## src/rtl/cmri_pkg.sv

```systemverilog
// ----------------------------------------------------------------------------
// cmri_pkg
// Default window length, shared widths, command codes and the sequencer state
// type of the centered mean-removal velocity integrator.
// ----------------------------------------------------------------------------
`default_nettype none

package cmri_pkg;

    // Default window length in samples
    localparam int WINDOW_DEF = 125;

    // Fixed field and state widths
    localparam int SAMPLE_W = 16;
    localparam int FRAC_W   = 16;
    localparam int ACC_W    = 48;
    localparam int VEL_W    = ACC_W - FRAC_W;

    // Item command codes
    localparam logic CMD_PROCESS = 1'b0;
    localparam logic CMD_RESTART = 1'b1;

    // Sequencer states
    typedef enum logic [2:0] {
        S_IDLE,
        S_OLD,
        S_CENTER,
        S_DIV,
        S_DIFF,
        S_ACC,
        S_OUT
    } t_state;

endpackage

`default_nettype wire

```

## src/rtl/cmri_ram.sv

```systemverilog
// ----------------------------------------------------------------------------
// cmri_ram
// Simple dual-port RAM: one write port, one read port, registered read data.
// ----------------------------------------------------------------------------
`default_nettype none

module cmri_ram #(
    parameter int WIDTH = 16,
    parameter int DEPTH = 125
) (
    input  wire logic                     i_clk,
    input  wire logic                     i_we,
    input  wire logic [$clog2(DEPTH)-1:0] i_waddr,
    input  wire logic [WIDTH-1:0]         i_wdata,
    input  wire logic [$clog2(DEPTH)-1:0] i_raddr,
    output logic      [WIDTH-1:0]         o_rdata
);

    logic [WIDTH-1:0] r_mem [DEPTH];

    // Write port
    always_ff @(posedge i_clk) begin
        if (i_we) begin
            r_mem[i_waddr] <= i_wdata;
        end
    end

    // Registered read port
    always_ff @(posedge i_clk) begin
        o_rdata <= r_mem[i_raddr];
    end

endmodule

`default_nettype wire

```

## src/rtl/centered_mean_removal_integrator_unit.sv

```systemverilog
// ----------------------------------------------------------------------------
// centered_mean_removal_integrator_unit
// Velocity estimate from one accelerometer axis: centered moving-average
// removal followed by a saturating fixed-point integrator.
// ----------------------------------------------------------------------------
// Usage:
//   Input channel (i_in_valid / o_in_ready) moves one item: a command bit and
//   a signed 16-bit sample. Command restart clears count, sum, indices and
//   the integrator and gives no result.
//   Output channel (o_out_valid / i_out_ready) moves one velocity item.
//   During start-up only odd sample counts give a result; once WINDOW
//   samples are seen, every sample gives one.
//   One item is worked on at a time. A start-up even count is done when it
//   is accepted and leaves the unit idle. A result passes through S_OLD
//   (steady state only), S_CENTER, S_DIV, S_DIFF, S_ACC and S_OUT; the
//   radix-4 restoring divider for sum/count runs in S_DIV.
//   The sample store is a one-port-read RAM; steady state reads the oldest
//   sample on accept, then the center sample in the cycle after.
//   The result sits in an output register; a new item is accepted while it
//   waits, and only the load of the next result stalls behind it.
//   Reset (i_rst_n low, synchronous) acts as a restart and empties the
//   output register; the sample store itself is not cleared.
// ----------------------------------------------------------------------------
`default_nettype none

module centered_mean_removal_integrator_unit #(
    parameter int WINDOW = cmri_pkg::WINDOW_DEF
) (
    input  wire logic                          i_clk,
    input  wire logic                          i_rst_n,
    input  wire logic                          i_in_valid,
    output logic                               o_in_ready,
    input  wire logic                          i_command,
    input  wire logic signed [cmri_pkg::SAMPLE_W-1:0] i_sample,
    output logic                               o_out_valid,
    input  wire logic                          i_out_ready,
    output logic signed [cmri_pkg::VEL_W-1:0]  o_velocity
);

    localparam int SAMPLE_W = cmri_pkg::SAMPLE_W;
    localparam int FRAC_W   = cmri_pkg::FRAC_W;
    localparam int ACC_W    = cmri_pkg::ACC_W;
    localparam int VEL_W    = cmri_pkg::VEL_W;
    localparam int IDX_W    = $clog2(WINDOW);
    localparam int CNT_W    = $clog2(WINDOW + 1);
    localparam int SUM_W    = SAMPLE_W + CNT_W;
    localparam int DVD_W    = SUM_W + FRAC_W;
    localparam int DVD_P    = DVD_W + (DVD_W % 2);
    localparam int DIV_IT   = DVD_P / 2;
    localparam int ITC_W    = $clog2(DIV_IT);
    localparam int DIFF_W   = DVD_P + 2;
    localparam int ACC_S_W  = ACC_W + 1;

    localparam logic [IDX_W-1:0] LAST_IDX   = IDX_W'(WINDOW - 1);
    localparam logic [IDX_W-1:0] CENTER_RST = IDX_W'(((WINDOW - 1) / 2 + 1) % WINDOW);
    localparam logic [CNT_W-1:0] WIN_CNT    = CNT_W'(WINDOW);
    localparam logic [ITC_W-1:0] IT_LAST    = ITC_W'(DIV_IT - 1);

    localparam logic signed [ACC_W-1:0] ACC_MAX = {1'b0, {(ACC_W-1){1'b1}}};
    localparam logic signed [ACC_W-1:0] ACC_MIN = {1'b1, {(ACC_W-1){1'b0}}};

    // Control and state registers
    cmri_pkg::t_state r_state, n_state;
    logic                       r_out_valid, n_out_valid;
    logic [CNT_W-1:0]           r_seen, n_seen;
    logic [IDX_W-1:0]           r_wi, n_wi;
    logic [IDX_W-1:0]           r_ci, n_ci;
    logic signed [SUM_W-1:0]    r_sum, n_sum;
    logic signed [ACC_W-1:0]    r_acc, n_acc;
    logic [ITC_W-1:0]           r_itc, n_itc;

    // Payload registers
    logic signed [SAMPLE_W-1:0] r_smp, n_smp;
    logic                       r_fwd, n_fwd;
    logic signed [SAMPLE_W-1:0] r_ctr, n_ctr;
    logic                       r_neg, n_neg;
    logic [CNT_W:0]             r_rem, n_rem;
    logic [DVD_P-1:0]           r_quo, n_quo;
    logic signed [DIFF_W-1:0]   r_diff, n_diff;
    logic signed [VEL_W-1:0]    r_vel, n_vel;

    // Sample store ports
    logic                       ram_we;
    logic [IDX_W-1:0]           ram_waddr;
    logic [SAMPLE_W-1:0]        ram_wdata;
    logic [IDX_W-1:0]           ram_raddr;
    logic [SAMPLE_W-1:0]        ram_rdata;

    logic                       in_acc;
    logic                       startup;
    logic                       out_free;
    logic [CNT_W:0]             seen_inc;
    logic [IDX_W-1:0]           st_raddr;

    cmri_ram #(
        .WIDTH (SAMPLE_W),
        .DEPTH (WINDOW)
    ) u_store (
        .i_clk   (i_clk),
        .i_we    (ram_we),
        .i_waddr (ram_waddr),
        .i_wdata (ram_wdata),
        .i_raddr (ram_raddr),
        .o_rdata (ram_rdata)
    );

    assign o_in_ready  = (r_state == cmri_pkg::S_IDLE);
    assign o_out_valid = r_out_valid;
    assign o_velocity  = r_vel;

    assign in_acc   = i_in_valid && o_in_ready;
    assign startup  = (r_seen < WIN_CNT);
    assign out_free = !r_out_valid || i_out_ready;
    assign seen_inc = {1'b0, r_seen} + {{CNT_W{1'b0}}, 1'b1};
    assign st_raddr = IDX_W'(seen_inc >> 1);

    // Next state
    always_comb begin
        n_state = r_state;
        case (r_state)
            cmri_pkg::S_IDLE: begin
                if (in_acc && i_command == cmri_pkg::CMD_PROCESS) begin
                    if (!startup) begin
                        n_state = cmri_pkg::S_OLD;
                    end else if (seen_inc[0]) begin
                        n_state = cmri_pkg::S_CENTER;
                    end
                end
            end
            cmri_pkg::S_OLD:    n_state = cmri_pkg::S_CENTER;
            cmri_pkg::S_CENTER: n_state = cmri_pkg::S_DIV;
            cmri_pkg::S_DIV: begin
                if (r_itc == IT_LAST) begin
                    n_state = cmri_pkg::S_DIFF;
                end
            end
            cmri_pkg::S_DIFF:   n_state = cmri_pkg::S_ACC;
            cmri_pkg::S_ACC:    n_state = cmri_pkg::S_OUT;
            cmri_pkg::S_OUT: begin
                if (out_free) begin
                    n_state = cmri_pkg::S_IDLE;
                end
            end
            default:            n_state = cmri_pkg::S_IDLE;
        endcase
    end

    // Datapath and store control
    always_comb begin
        logic [CNT_W:0]            t_rem;
        logic [DVD_P-1:0]          t_quo;
        logic [SUM_W-1:0]          mag;
        logic signed [DIFF_W-1:0]  ctr_ext;
        logic signed [ACC_S_W-1:0] acc_sum;
        logic signed [ACC_W-1:0]   vel_t;

        n_out_valid = r_out_valid && !i_out_ready;
        n_seen      = r_seen;
        n_wi        = r_wi;
        n_ci        = r_ci;
        n_sum       = r_sum;
        n_acc       = r_acc;
        n_itc       = r_itc;
        n_smp       = r_smp;
        n_fwd       = r_fwd;
        n_ctr       = r_ctr;
        n_neg       = r_neg;
        n_rem       = r_rem;
        n_quo       = r_quo;
        n_diff      = r_diff;
        n_vel       = r_vel;
        ram_we      = 1'b0;
        ram_waddr   = r_wi;
        ram_wdata   = i_sample;
        ram_raddr   = r_wi;
        t_rem       = r_rem;
        t_quo       = r_quo;
        mag         = '0;
        ctr_ext     = '0;
        acc_sum     = '0;
        vel_t       = '0;

        case (r_state)
            cmri_pkg::S_IDLE: begin
                if (in_acc) begin
                    n_smp = i_sample;
                    if (i_command == cmri_pkg::CMD_RESTART) begin
                        // Clear the estimator, keep the store
                        n_seen = '0;
                        n_wi   = '0;
                        n_ci   = CENTER_RST;
                        n_sum  = '0;
                        n_acc  = '0;
                    end else if (startup) begin
                        // Store, sum and fetch the middle sample so far
                        ram_we    = 1'b1;
                        ram_raddr = st_raddr;
                        n_fwd     = (st_raddr == r_wi);
                        n_sum     = r_sum + SUM_W'(i_sample);
                        n_seen    = CNT_W'(seen_inc);
                        n_wi      = (r_wi == LAST_IDX) ? '0 : r_wi + 1'b1;
                        n_ci      = (r_ci == LAST_IDX) ? '0 : r_ci + 1'b1;
                    end else begin
                        // Fetch the oldest sample first
                        ram_raddr = r_wi;
                        n_fwd     = 1'b0;
                    end
                end
            end
            cmri_pkg::S_OLD: begin
                // Swap oldest for newest, fetch the center sample
                ram_we    = 1'b1;
                ram_wdata = r_smp;
                ram_raddr = r_ci;
                n_sum     = r_sum - SUM_W'($signed(ram_rdata)) + SUM_W'(r_smp);
                n_wi      = (r_wi == LAST_IDX) ? '0 : r_wi + 1'b1;
                n_ci      = (r_ci == LAST_IDX) ? '0 : r_ci + 1'b1;
            end
            cmri_pkg::S_CENTER: begin
                // Capture center, load divider with |sum| * 2^16
                n_ctr = r_fwd ? r_smp : $signed(ram_rdata);
                n_neg = r_sum[SUM_W-1];
                mag   = r_sum[SUM_W-1] ? SUM_W'(-r_sum) : SUM_W'(r_sum);
                n_quo = DVD_P'({mag, {FRAC_W{1'b0}}});
                n_rem = '0;
                n_itc = '0;
            end
            cmri_pkg::S_DIV: begin
                // Two restoring steps a cycle
                for (int k = 0; k < 2; k++) begin
                    t_rem = {t_rem[CNT_W-1:0], t_quo[DVD_P-1]};
                    t_quo = {t_quo[DVD_P-2:0], 1'b0};
                    if (t_rem >= {1'b0, r_seen}) begin
                        t_rem    = t_rem - {1'b0, r_seen};
                        t_quo[0] = 1'b1;
                    end
                end
                n_rem = t_rem;
                n_quo = t_quo;
                n_itc = r_itc + 1'b1;
            end
            cmri_pkg::S_DIFF: begin
                // Center minus signed mean
                ctr_ext = DIFF_W'(r_ctr) <<< FRAC_W;
                if (r_neg) begin
                    n_diff = ctr_ext + $signed(DIFF_W'(r_quo));
                end else begin
                    n_diff = ctr_ext - $signed(DIFF_W'(r_quo));
                end
            end
            cmri_pkg::S_ACC: begin
                // Saturating integrate
                acc_sum = ACC_S_W'(r_acc) + ACC_S_W'(r_diff);
                if (acc_sum[ACC_S_W-1] != acc_sum[ACC_S_W-2]) begin
                    n_acc = acc_sum[ACC_S_W-1] ? ACC_MIN : ACC_MAX;
                end else begin
                    n_acc = acc_sum[ACC_W-1:0];
                end
            end
            cmri_pkg::S_OUT: begin
                // Truncate toward zero; the integer part always fits
                if (out_free) begin
                    vel_t = r_acc + (r_acc[ACC_W-1] ?
                            ACC_W'({FRAC_W{1'b1}}) : ACC_W'(0));
                    n_vel       = vel_t[ACC_W-1:FRAC_W];
                    n_out_valid = 1'b1;
                end
            end
            default: begin
            end
        endcase
    end

    // Registers with reset
    always_ff @(posedge i_clk) begin
        if (!i_rst_n) begin
            r_state     <= cmri_pkg::S_IDLE;
            r_out_valid <= 1'b0;
            r_seen      <= '0;
            r_wi        <= '0;
            r_ci        <= CENTER_RST;
            r_sum       <= '0;
            r_acc       <= '0;
            r_itc       <= '0;
        end else begin
            r_state     <= n_state;
            r_out_valid <= n_out_valid;
            r_seen      <= n_seen;
            r_wi        <= n_wi;
            r_ci        <= n_ci;
            r_sum       <= n_sum;
            r_acc       <= n_acc;
            r_itc       <= n_itc;
        end
    end

    // Payload registers
    always_ff @(posedge i_clk) begin
        r_smp  <= n_smp;
        r_fwd  <= n_fwd;
        r_ctr  <= n_ctr;
        r_neg  <= n_neg;
        r_rem  <= n_rem;
        r_quo  <= n_quo;
        r_diff <= n_diff;
        r_vel  <= n_vel;
    end

`ifndef SYNTHESIS
    // Count never runs past the window
    a_seen_bound: assert property (@(posedge i_clk) disable iff (!i_rst_n)
        r_seen <= WIN_CNT)
        else $error("sample count beyond window");

    // Center read never targets the slot being replaced
    a_center_slot: assert property (@(posedge i_clk) disable iff (!i_rst_n)
        r_state == cmri_pkg::S_OLD |-> ram_raddr != r_wi)
        else $error("center read collides with write slot");

    // Even start-up count finishes at once with no result
    a_even_idle: assert property (@(posedge i_clk) disable iff (!i_rst_n)
        in_acc && i_command == cmri_pkg::CMD_PROCESS && startup && !seen_inc[0]
        |=> r_state == cmri_pkg::S_IDLE)
        else $error("even start-up item left idle");
`endif

endmodule

`default_nettype wire

```

## config.mk

```make
export PLATFORM = sky130hd
export DESIGN_NAME = centered_mean_removal_integrator_unit
export DESIGN_NICKNAME = d
export VERILOG_FILES = /design/src/rtl/cmri_pkg.sv /design/src/rtl/cmri_ram.sv /design/src/rtl/centered_mean_removal_integrator_unit.sv
export SDC_FILE = /design/constraint.sdc
export NUM_CORES = 2
export LEC_CHECK = 0
export ABC_AREA = 1
export BUFFER_PORTS_ARGS = -buffer_cell sky130_fd_sc_hd__buf_2
export CORE_AREA = 2 2 453 545
export DETAILED_ROUTE_END_ITERATION = 6
export DIE_AREA = 0 0 455 547
export PLACE_DENSITY = 0.57
export SETUP_SLACK_MARGIN = 0.15
export SKIP_CTS_REPAIR_TIMING = 1
export SLEW_MARGIN = 5
export SYNTH_ARGS = -nofsm -noshare
export SYNTH_HDL_FRONTEND = slang
export SYNTH_SLANG_ARGS = --single-unit
```

## constraint.sdc

```tcl
create_clock -name i_clk -period 9.4 [get_ports i_clk]
set_clock_uncertainty 0.05 [all_clocks]
set_input_delay 0.47 -clock i_clk [delete_from_list [all_inputs] [get_ports i_clk]]
set_output_delay 0.47 -clock i_clk [all_outputs]
set_load 0.02 [all_outputs]
```

* Word-level counts from Yosys, hierarchy flattened *
Memory sizes are Yosys's and may differ from the RTL's. A register that Yosys moved wholly into a read port is not among the register bits.
Index checks and enable logic that the tools add are counted.

operators by class
  add/sub/neg operators = 14
  $mul = 0
  div/mod/pow operators = 0
  magnitude comparators = 3
  equality and inequality tests = 18
  shifts and indexed selects = 0
  mux-type cells = 52
  bitwise operators = 1
  reduce and logical (&&, ||, !) cells = 18

operators with widths
  kind                   count
  $mux W48               4
  $mux W7                16
  $pmux W48 S2           1
  $mux W23               4
  $pmux W40 S2           1
  $pmux W7 S2            4
  $add A48 B42 Y49       1
  $add A48 B16 Y48       1
  $mux W16               3
  $add A23 B16 Y23       2
  $pmux W23 S2           1
  $add A32 B41 Y42       1
  $mux W42               1
  $sub A32 B41 Y42       1
  $neg A23 Y23           1
  $sub A23 B16 Y23       1
  $pmux W3 S7            1
  $ge A8 B7 Y1           2
  $mux W3                5
  $add A7 B1 Y7 const B  2
  $eq A7 B7 Y1 const B   2
  $sub A7 B7 Y7          2
  $reduce_and A3 Y1      4
  $pmux W5 S2            1
  other kinds (23)       44

word-level totals
  register bits after elaboration = 256
  bits in latches = 0
  memory bits (writable) = 2000
  ROM bits = 0
  input bits = 21
  output and inout bits = 34
  word-level logic and storage cells = 123
  memories kept = 1

memory list
  name           depth  bits a word  rd ports  clocked after memory_dff  wr ports  RTL line        RTL
  u_store.r_mem  125    16           1         1                         1         cmri_ram.sv:19  logic [WIDTH-1:0] r_mem [DEPTH];

* Logic depth before layout (Yosys ltp) *
  depth in word-level cells = 7
  gate-level depth with buffers = 26
  depth with buffers taken out = 25

* By module *
Synthesis repeated with hierarchy kept, for this count alone.

second synthesis, totals
  cell total of the unflattened synthesis = 10344
  area, all modules = 105301.0 um^2

modules (own cells, without submodules)
  module                                 times used  cells an instance  area an instance (um^2)  sequential area each (um^2)
  cmri_ram                               1           6806               81448.1                  60377.9
  centered_mean_removal_integrator_unit  1           3538               23852.9                  6676.4

* Worst setup path after synthesis *
Ideal clock, no wire load.

  path type = flip-flop to flip-flop
  start point = reg r_state[0]
  end point = mem u_store.r_mem[0][0], data pin
  setup time = 1.174 ns
  arrival time = 6.316 ns
  data required time = 8.176 ns
  setup slack = 1.860 ns
  stages on the path, launching flop included = 8
  path buffers = 3
  period minus slack after synthesis = 7.540 ns
  cells stage by stage = dfxtp_1 -> nand2_1 -> nor2_1 -> inv_2 -> clkbuf_1 -> clkbuf_1 -> clkbuf_1 -> o21ai_0

between the ends
  cells in the longest elaborated chain, start to end = 2

ends and longest elaborated chain
  item                    RTL line                                      RTL
  start, declared         centered_mean_removal_integrator_unit.sv:63   cmri_pkg::t_state r_state, n_state;
  start signal, assigned  centered_mean_removal_integrator_unit.sv:277  r_state <= cmri_pkg::S_IDLE;
  start signal, assigned  centered_mean_removal_integrator_unit.sv:286  r_state <= n_state;
  $eq A3 B1 Y1            centered_mean_removal_integrator_unit.sv:183  case (r_state)
  $mux W16                centered_mean_removal_integrator_unit.sv:183
  net ram_wdata[0]        centered_mean_removal_integrator_unit.sv:85   logic [SAMPLE_W-1:0] ram_wdata;
  end, declared           cmri_ram.sv:19

The timed path passes the listed nets, and every way through them passes these cells.

* Final worst setup path *
  start point = reg r_state[1]
  end point = reg u_store.o_rdata[4], read port of u_store.r_mem

between the ends
  cells in the longest elaborated chain, start to end = 4
  elaborated cells on any way between the ends = 5

ends and longest elaborated chain
  item                 RTL line                                                                                    RTL
  $logic_not A3 Y1     centered_mean_removal_integrator_unit.sv:107, centered_mean_removal_integrator_unit.sv:183
  $logic_and A1 B1 Y1  centered_mean_removal_integrator_unit.sv:111                                                assign in_acc = i_in_valid && o_in_ready;
  $mux W7              centered_mean_removal_integrator_unit.sv:185                                                if (in_acc) begin
  $pmux W7 S2 (*)      centered_mean_removal_integrator_unit.sv:183
  end, declared        cmri_ram.sv:16                                                                              output logic [WIDTH-1:0] o_rdata

Every way passes the cells marked *; elsewhere a longest branch is shown, timed or not.
A chain may end at the register's enable or synchronous reset.

==> impl_metrics.env <==
export IMPL_status="completed"
export IMPL_wl_um=347000
export IMPL_core_sq_um=244000
export IMPL_dr_total_vias=80500
export IMPL_htree_levels=4
export IMPL_root_buffer="clkbuf_16"
export IMPL_remaining_drc_errors=0
export IMPL_drtPass1Iterations=6
export IMPL_path_clk_slew_ns=0.06
export IMPL_r2r_end="u_store.o_rdata[4]"
export IMPL_syn_cell_area_sq_um=109000
export IMPL_dp_hpwl_um=206000
export IMPL_grt_usage=0.273
export IMPL_cts_sinks=2272
export IMPL_overflow=0
export IMPL_cap_violations=0
export IMPL_vias_per_cell=5.63
export IMPL_regToRegStartpoint="r_state[1]"
export IMPL_synth_top_cells_by_area="edfxtp_1 59%, nand3_1 11%, nand2_1 8.7%"
export IMPL_setup_violations=0
export IMPL_netlist_instances=11000
export IMPL_finalSetupTns_ns=0
export IMPL_post_route_period_util=0.626
export IMPL_slew_viol_final=0
export IMPL_routabilityCongestion=0.915
export IMPL_initial_core_util=0.448
export IMPL_relSlewSlack=0.207
export IMPL_drtIter0Drc=8955
export IMPL_insertion_delay_ns=0.91
export IMPL_cp_arrival_ns=6.58
export IMPL_final_nets=11100
export IMPL_synth_compound_area_frac=0.0348
export IMPL_grt_pass1_vias=76900
export IMPL_synth_simple_area_share=0.241
export IMPL_area_growth_pct=10.1
export IMPL_synthFlopType="edfxtp_1"
export IMPL_dieArea_sq_um=249000
export IMPL_min_from="i_rst_n"
export IMPL_postSynthNetCount=11200
export IMPL_drive_above_1_share=0.0632
export IMPL_die_y_um=547
export IMPL_tightest_slew_ns=1.19
export IMPL_cts_tree="done"
export IMPL_cp_required_ns=10.09
export IMPL_synthArstFlopShare=0
export IMPL_synth_xor_area_share=0.0128
export IMPL_grt_first_pass_wirelength_um=511000
export IMPL_ant_nets=0
export IMPL_cp_max_fo=102
export IMPL_antenna_found_initial=9
export IMPL_min_to="r_ci[3]"
export IMPL_r2r_cells=18
export IMPL_wl_per_cell_um=24.3
export IMPL_critPathLaunchType="flip-flop"
export IMPL_synthMuxAreaShare=0
export IMPL_fill_cells=22100
export IMPL_yosysTopAreaCellShare=0.593
export IMPL_numCtsBuffers=233
export IMPL_dpl_cell_count=13800
export IMPL_pin_count=55
export IMPL_avgSynthCellArea_sq_um=9.94
export IMPL_layout_cells_non_filler=14300
export IMPL_ff2ff_setup_slack_ns=3.52
export IMPL_cts_path_max_buffers=4
export IMPL_hold_violations=0
export IMPL_synth_top_family_by_area="simple AND/OR/NAND/NOR gates"
export IMPL_hold_class="in2reg"
export IMPL_synth_cell_types=56
export IMPL_synth_seq_area_share=0.614
export IMPL_rsz0062_at_grt="false"
export IMPL_synth_edff_count=2155
export IMPL_yosysTopAreaCell="edfxtp_1"
export IMPL_rows=199
export IMPL_timing_fmax_ghz=0.170
export IMPL_synth_seq_cells=2272
export IMPL_port_buffer_count=54
export IMPL_synthAdderAreaFrac=0.0256
export IMPL_ys_warn_count=0
export IMPL_die_w_um=455
export IMPL_fin_crit_ns=5.88
export IMPL_crit_path_end_kind="flip-flop"
export IMPL_grt_max_degree=179
export IMPL_whs_path_depth=2
export IMPL_critical_path_class="reg2reg"
## logic make-up (layout without fill, tap and decap cells)
| group | count (synthesis) | in the layout |
|---|---|---|
| AO/OA/AOI/OAI | 686 | 686 |
| XOR/XNOR | 159 | 159 |
| adder cells (fa/ha/maj) | 207 | 207 |
| buffers and inverters | 1861 | 1940 |
| flip-flops | 2272 | 2272 |
| other | 0 | 8 |
| AND/OR/NAND/NOR | 5802 | 5802 |
## worst max path at each step
| stage | start | endpoint | slack, ns | cells after the start |
|---|---|---|---|---|
| final | r_state[1] | u_store.o_rdata[4] | 3.52 | 18 |
| after floorplan | r_state[0] | u_store.r_mem[0][0] | 1.86 | 7 |
| after detailed placement | r_state[1] | u_store.o_rdata[4] | 3.64 | 18 |
| after CTS | r_state[1] | u_store.o_rdata[4] | 3.63 | 18 |
| after global routing | r_seen[5] | u_store.o_rdata[4] | 3.31 | 20 |
| after global placement | r_state[1] | u_store.o_rdata[4] | 3.57 | 18 |
## cells in the final DEF (no fill, tap or decap), types with 41 or more instances in the layout
| cell | Yosys | layout |
|---|---|---|
| dfxtp_1 | 117 | 117 |
| edfxtp_1 | 2155 | 2155 |
| clkinv_2 | 1 | 46 |
| nand2_1 | 2543 | 2539 |
| xor2_1 | 109 | 109 |
| o21ai_0 | 218 | 202 |
| clkinv_1 | 2 | 50 |
| inv_1 | 1220 | 1219 |
| nor3_1 | 51 | 50 |
| clkbuf_1 | 218 | 41 |
| nand3_1 | 2334 | 2330 |
| a21oi_1 | 318 | 317 |
| ha_1 | 180 | 180 |
| buf_2 | 311 | 54 |
| nor2_1 | 424 | 392 |
| nand3b_1 | 357 | 357 |
| xnor2_1 | 50 | 50 |
| clkbuf_16 | 0 | 234 |
| buf_4 | 49 | 196 |
## per-layer routing
| metal | part of all wire | track usage | vias up |
|---|---|---|---|
| li1 | - | - | 37200 |
| met1 | 0.41 | 0.364 | 39600 |
| met2 | 0.48 | 0.447 | 3113 |
| met3 | 0.067 | 0.0357 | 587 |
| met4 | 0.046 | 0.113 | 2 |
| met5 | 0.000037 | 0 | - |
## cell usage after synthesis (7+ instances only)
master / n
xor2_1: 109
nor2_1: 424
clkbuf_1: 218
o21bai_1: 21
a21o_1: 21
ha_1: 180
buf_1: 18
buf_4: 49
a211oi_1: 15
nand3_1: 2334
a21oi_1: 318
nor4_1: 21
nand2_1: 2543
or2_1: 10
xnor2_1: 50
inv_2: 9
o22ai_1: 11
a21boi_0: 8
nand3b_1: 357
buf_2: 311
dfxtp_1: 117
buf_6: 33
fa_1: 27
o21ai_0: 218
nor3_1: 51
edfxtp_1: 2155
nand4_1: 34
o211ai_1: 24
or2_2: 14
a31oi_1: 19
o21a_1: 7
inv_1: 1220
## worst max-delay path: stages, from the launching register on
cell     delay [ns]
dfxtp_1        0.43
inv_2          0.10
nand2_1        0.09
nor2_1         0.05
buf_4          0.22
inv_2          0.10
buf_4          0.64
o22ai_1        0.16
inv_1          0.19
nand2_8        0.34
inv_8          0.77
buf_4          0.96
nand3_1        0.16
nand3_1        0.18
nand3_1        0.16
nand3_1        0.29
nand2_1        0.08
nand2_1        0.32
nand2_1        0.11
## layout make-up
class / count / area (sq um) / area share
tap: 3216 / 4020 / 0.0335
antenna: 8 / 20.0 / 0.000166
clock buffer: 279 / 6060 / 0.0504
clock inverter: 142 / 1430 / 0.0119
multi-input combinational: 6854 / 34700 / 0.289
timing repair buffer: 287 / 2300 / 0.0191
sequential: 2272 / 67100 / 0.558
inverter: 1232 / 4650 / 0.0387
## state kept, by name (all words and copies together), names as in the netlist, 16 cells and up
register / count
u_store.r_mem: 2000
r_acc: 48
r_ctr: 16
o_velocity: 32
u_store.o_rdata: 16
r_quo: 40
r_sum: 23
r_smp: 16
r_diff: 42
## stage by stage
stage	instance area (sq um)	util	hold WS, ns	setup slack [ns]
floorplan	109000	-	0.376	1.86
global route	120000	0.493	0.00263	3.31
CTS	120000	0.493	-0.281	3.63
global placement	113000	0.462	0.408	3.57
finish	120000	0.493	0.0303	3.52
detailed placement	113000	0.462	0.426	3.64
Power is left out: the tool's default activity adds up to more than one toggle a clock period on the data nets, which glitch-free logic cannot reach.
